### config.mk
export PLATFORM = sky130hd
export DESIGN_NAME = oets_ctrl
export DESIGN_NICKNAME = d
export VERILOG_FILES = /design/src/rtl/oets_pkg.sv /design/src/rtl/oets_ctrl.sv
export SDC_FILE = /design/constraint.sdc
export NUM_CORES = 1
export LEC_CHECK = 0
export BUFFER_PORTS_ARGS = -buffer_cell sky130_fd_sc_hd__buf_2
export CAP_MARGIN = 20
export CORE_MARGIN = 5
export CORE_UTILIZATION = 49
export DETAILED_ROUTE_END_ITERATION = 10
export PLACE_DENSITY = 0.77
export REMOVE_ABC_BUFFERS = 1
export SYNTH_ARGS = -nofsm -noshare
export SYNTH_HDL_FRONTEND = slang
export SYNTH_SLANG_ARGS = --single-unit
### constraint.sdc
create_clock -name clk -period 1.8 [get_ports clk]
set_input_delay 0.18 -clock clk [delete_from_list [all_inputs] [get_ports clk]]
set_output_delay 0.18 -clock clk [all_outputs]
set_load 0.005 [all_outputs]
### src/rtl/oets_pkg.sv
package oets_pkg;

  localparam int MAX_LEN = 64;
  localparam int DATA_W  = 32;
  localparam int CNT_W   = $clog2(MAX_LEN + 1);
  localparam int PH_W    = $clog2(MAX_LEN);

  typedef enum logic [2:0] {
    ST_LOAD = 3'b001,
    ST_SORT = 3'b010,
    ST_EMIT = 3'b100
  } state_t;

  // Commands from the controller to the cell row
  typedef struct packed {
    logic             load;   // shift a new element in at cell 0
    logic             sort;   // run one compare-exchange phase
    logic             odd;    // phase parity: pairs (1,2),(3,4),...
    logic             pop;    // shift the row down by one after a transfer out
    logic [CNT_W-1:0] n;      // number of elements held
  } cmd_t;

endpackage

### src/rtl/oets_ctrl.sv
module oets_ctrl
  import oets_pkg::*;
(
  input  logic clk,
  input  logic rst,
  input  logic in_valid,
  input  logic in_last,
  output logic in_ready,
  output logic out_valid,
  input  logic out_ready,
  output logic out_last,
  output cmd_t cmd
);

  state_t           state, state_next;
  logic [CNT_W-1:0] count, count_next;
  logic [PH_W-1:0]  phase, phase_next;
  logic             in_acc, out_acc, phase_done;

  assign in_ready   = (state == ST_LOAD);
  assign out_valid  = (state == ST_EMIT);
  assign out_last   = (count == CNT_W'(1));
  assign in_acc     = in_valid && in_ready;
  assign out_acc    = out_valid && out_ready;
  assign phase_done = ({1'b0, phase} + CNT_W'(1)) == count;

  always_comb begin
    cmd.load = in_acc && (count < CNT_W'(MAX_LEN));
    cmd.sort = (state == ST_SORT);
    cmd.odd  = phase[0];
    cmd.pop  = out_acc;
    cmd.n    = count;
  end

  always_comb begin
    state_next = state;
    count_next = count;
    phase_next = phase;
    unique case (state)
      ST_LOAD: begin
        if (in_acc) begin
          // drop elements beyond capacity, but still honour the closing flag
          if (count < CNT_W'(MAX_LEN)) count_next = count + CNT_W'(1);
          if (in_last) begin
            state_next = ST_SORT;
            phase_next = '0;
          end
        end
      end
      ST_SORT: begin
        if (phase_done) begin
          state_next = ST_EMIT;
          phase_next = '0;
        end else begin
          phase_next = phase + PH_W'(1);
        end
      end
      ST_EMIT: begin
        if (out_acc) begin
          count_next = count - CNT_W'(1);
          if (out_last) state_next = ST_LOAD;
        end
      end
      default: state_next = ST_LOAD;
    endcase
  end

  always_ff @(posedge clk) begin
    if (rst) begin
      state <= ST_LOAD;
      count <= '0;
      phase <= '0;
    end else begin
      state <= state_next;
      count <= count_next;
      phase <= phase_next;
    end
  end

endmodule

==> results_dict.tcl <==
set metrics [dict create \
    status "complete, but fails checks" \
    violations "setup timing" \
    end_kind "register" \
    place_hpwl_mm 2.00 \
    netlist.area_leader.share_pct 28.6 \
    crit_path_max_fanout 5 \
    worst_slack_ns -0.0947 \
    path_clk_slew_ns 0.10 \
    hold_violations 0 \
    drive_gt1_share_pct 39.7 \
    num_rows 17 \
    io_buffer_count 18 \
    post_drt_wl_per_cell_um 14.9 \
    power.share.clock_pct 17.2 \
    synthArstFlopShare_pct 0 \
    grt_max_degree 16 \
    p_per_area_nw_per_um2 973 \
    drc 0 \
    io_pins 19 \
    die_h_um 57.8 \
    cts_hold_buf 0 \
    fin_nets 184 \
    power.switching_w 0.000579 \
    ys_ff_latch 16 \
    clk_latency_ns 0.30 \
    overflow 0 \
    synth_area_um2 1120 \
    cp_data_arrival_time_ns 2.10 \
    track_usage_pct 18.8 \
    startpoint_type "register" \
    seqPwrFrac_pct 34.4 \
    grt_pass1_wl_mm 5.06 \
    root_buffer "clkbuf_4" \
    pwr-share-comb_pct 48.4 \
    hold_path.class "input port to register" \
    synth_cells 136 \
    diodes 0 \
    skew_ns 0.00542 \
    synthTopCellsByCount "dfxtp_1 (16), nor2_1 (16), nand2_1 (12)" \
    fmax_mhz 528 \
    irDropWorstVdd_v 0.000956 \
    cts_tree "done" \
    avgSynthCellArea_um2 8.22 \
    initial_utilization_pct 51.1 \
    swShare_pct 39.6 \
    dr.pass1.iters 5 \
    min_period_over_period_pct 105 \
    final_util_pct 68.5 \
    cap_violations 0 \
    via_per_inst 5.65 \
    yosysWarnings 0 \
    antenna_found_initial 0 \
    required_ns 2.00 \
    synth_cell_type_count 44 \
    dieArea_um2 3340 \
    nFillCells 169 \
    crit_path_cell_trace "nand2_1, nor2_4, xnor3_2, o31ai_4, buf_4, o22ai_1, a21o_2" \
    fin_area_um2 1500 \
    wl_mm 3.02 \
    setup_tns_ns -0.274 \
    clk_path_buf_depth 2 \
    p_int_w 0.000882 \
    area_delta_synth_final_pct 34.2 \
    rsz0062_at_grt "true" \
    synthTopCellsByArea "dfxtp_1 (29%), xnor2_1 (6.3%), nor2_1 (5.4%), xor2_1 (4.7%), ha_1 (4.5%)" \
    critical_path_class "register to register" \
    cts_sinks 16 \
    p_leak_nw 0.658 \
    cpMaxStageDelayCell "dfxtp_1" \
    fp.coreArea_um2 2190 \
    via_count 1142 \
    fp.dieW_um 57.8 \
    setup_viol 4 \
    placed_area_um2 1320 \
    seq_area_frac_synth_pct 28.6 \
    htree_levels 1 \
    synth_edf_count 0 \
    cpPeakStageDelay_ns 0.47 \
    slew_viol_final 0 \
    tightest_slew_ns 0.433 \
    slew_headroom_pct 70.7 \
    yosys.area.top_type "dfxtp_1" \
    numCtsBuffers 3 \
    gp_congestion 0.848 \
    fin_crit_ns 1.89 \
    ant_nets 0 \
    drt_iter0_markers 29 \
    yosys_most_used_dff "dfxtp_1" \
    grt_pass1_vias 1170 \
]
cells in the final DEF, fill, tap and decap left out, drive strengths merged, types with 2 or more instances in the layout:
| cell | instances |
|---|---|
| or3b | 2 |
| a211o | 2 |
| xnor2 | 8 |
| buf | 40 |
| nand3 | 4 |
| inv | 7 |
| nor3 | 4 |
| nand3b | 2 |
| nand2b | 5 |
| a21oi | 7 |
| a211oi | 2 |
| xor2 | 6 |
| o21ai | 5 |
| nand2 | 12 |
| and3 | 2 |
| nor2 | 17 |
| o21bai | 2 |
| nor3b | 2 |
| dfxtp | 16 |
| clkbuf | 4 |
| nand4 | 2 |
| o41ai | 2 |
| ha | 4 |
| or2 | 2 |
final timing paths:
kind / start / endpoint / slack [ns] / depth (start not counted)
worst min register to register: phase[5] / phase[5] / 0.57 / 2
worst min-delay path: rst / count[2] / 0.22 / 2
worst max register to register: phase[3] / phase[2] / -0.09 / 7
worst max-delay path: phase[3] / phase[2] / -0.09 / 7
through the flow:
step	hold slack [ns]	instances	total power (W)	worst slack, ns
finish	0.223	202	0.00146	-0.0947
global route	0.250	202	0.00157	-0.166
floorplan	0.249	130	0.000881	-0.170
detailed placement	0.539	191	0.00111	-0.220
CTS	0.228	200	0.00139	-0.0869
global placement	0.520	191	0.00108	-0.123
power by group through the flow:
stage	Sequential, W	Clock [W]	Combinational, W
2_1_floorplan	0.000495	0	0.000386
3_3_place_gp	0.000488	0	0.000594
3_5_place_dp	0.000493	0	0.000615
4_1_cts	0.000486	0.000252	0.000655
5_1_grt	0.000515	0.000268	0.000789
6_report	0.000502	0.000252	0.000707
cell type report:
class | count | area (um^2) | share of cell area [%]
clock buffer | 4 | 36.3 | 2.42
inverter | 7 | 26.3 | 1.75
multi-input combinational | 107 | 808 | 53.8
sequential | 16 | 329 | 21.9
tap | 28 | 35.0 | 2.33
timing repair buffer | 40 | 267 | 17.8
sequential cells by signal, indices dropped and copies added (netlist names):
signal and flops:
state 3, phase 6, count 7
kinds of logic (layout without fill, tap and decap cells):
group	Yosys count	count (layout)	synth area share (%)
compound gates	27	27	18.0
flops	16	16	28.6
buf+inv	13	51	5.26
xor+xnor	15	15	13.0
simple gates	61	61	30.6
fa+ha+maj	4	4	4.47
timing repair:
item / CTS / global route
setup endpoints to repair: 7 / 19
buffers inserted: 5 / 2
hold endpoints to repair: 0 / 0
resized for setup: 8 / 20
pin swaps: 11 / 3
metal layers:
metal  vias to the layer above  global-route usage (%)  wire, um
met3                        13                    2.67       200
li1                        550                       -         -
met2                        47                    33.1      1480
met1                       532                    22.5      1240
met4                         0                    8.61        99
met5                         -                       0         0
worst max-delay path, delay by kind of cell (launching register included):
kind                      cells  cell delay (ns)
DFF                           1             0.47
and+or+nand+nor               2             0.29
buffers and inverters         1             0.17
xor gates and xnor gates      1             0.29
AOI/OAI and AO/OA             3             0.58
(Power assumes the default switching activity.)
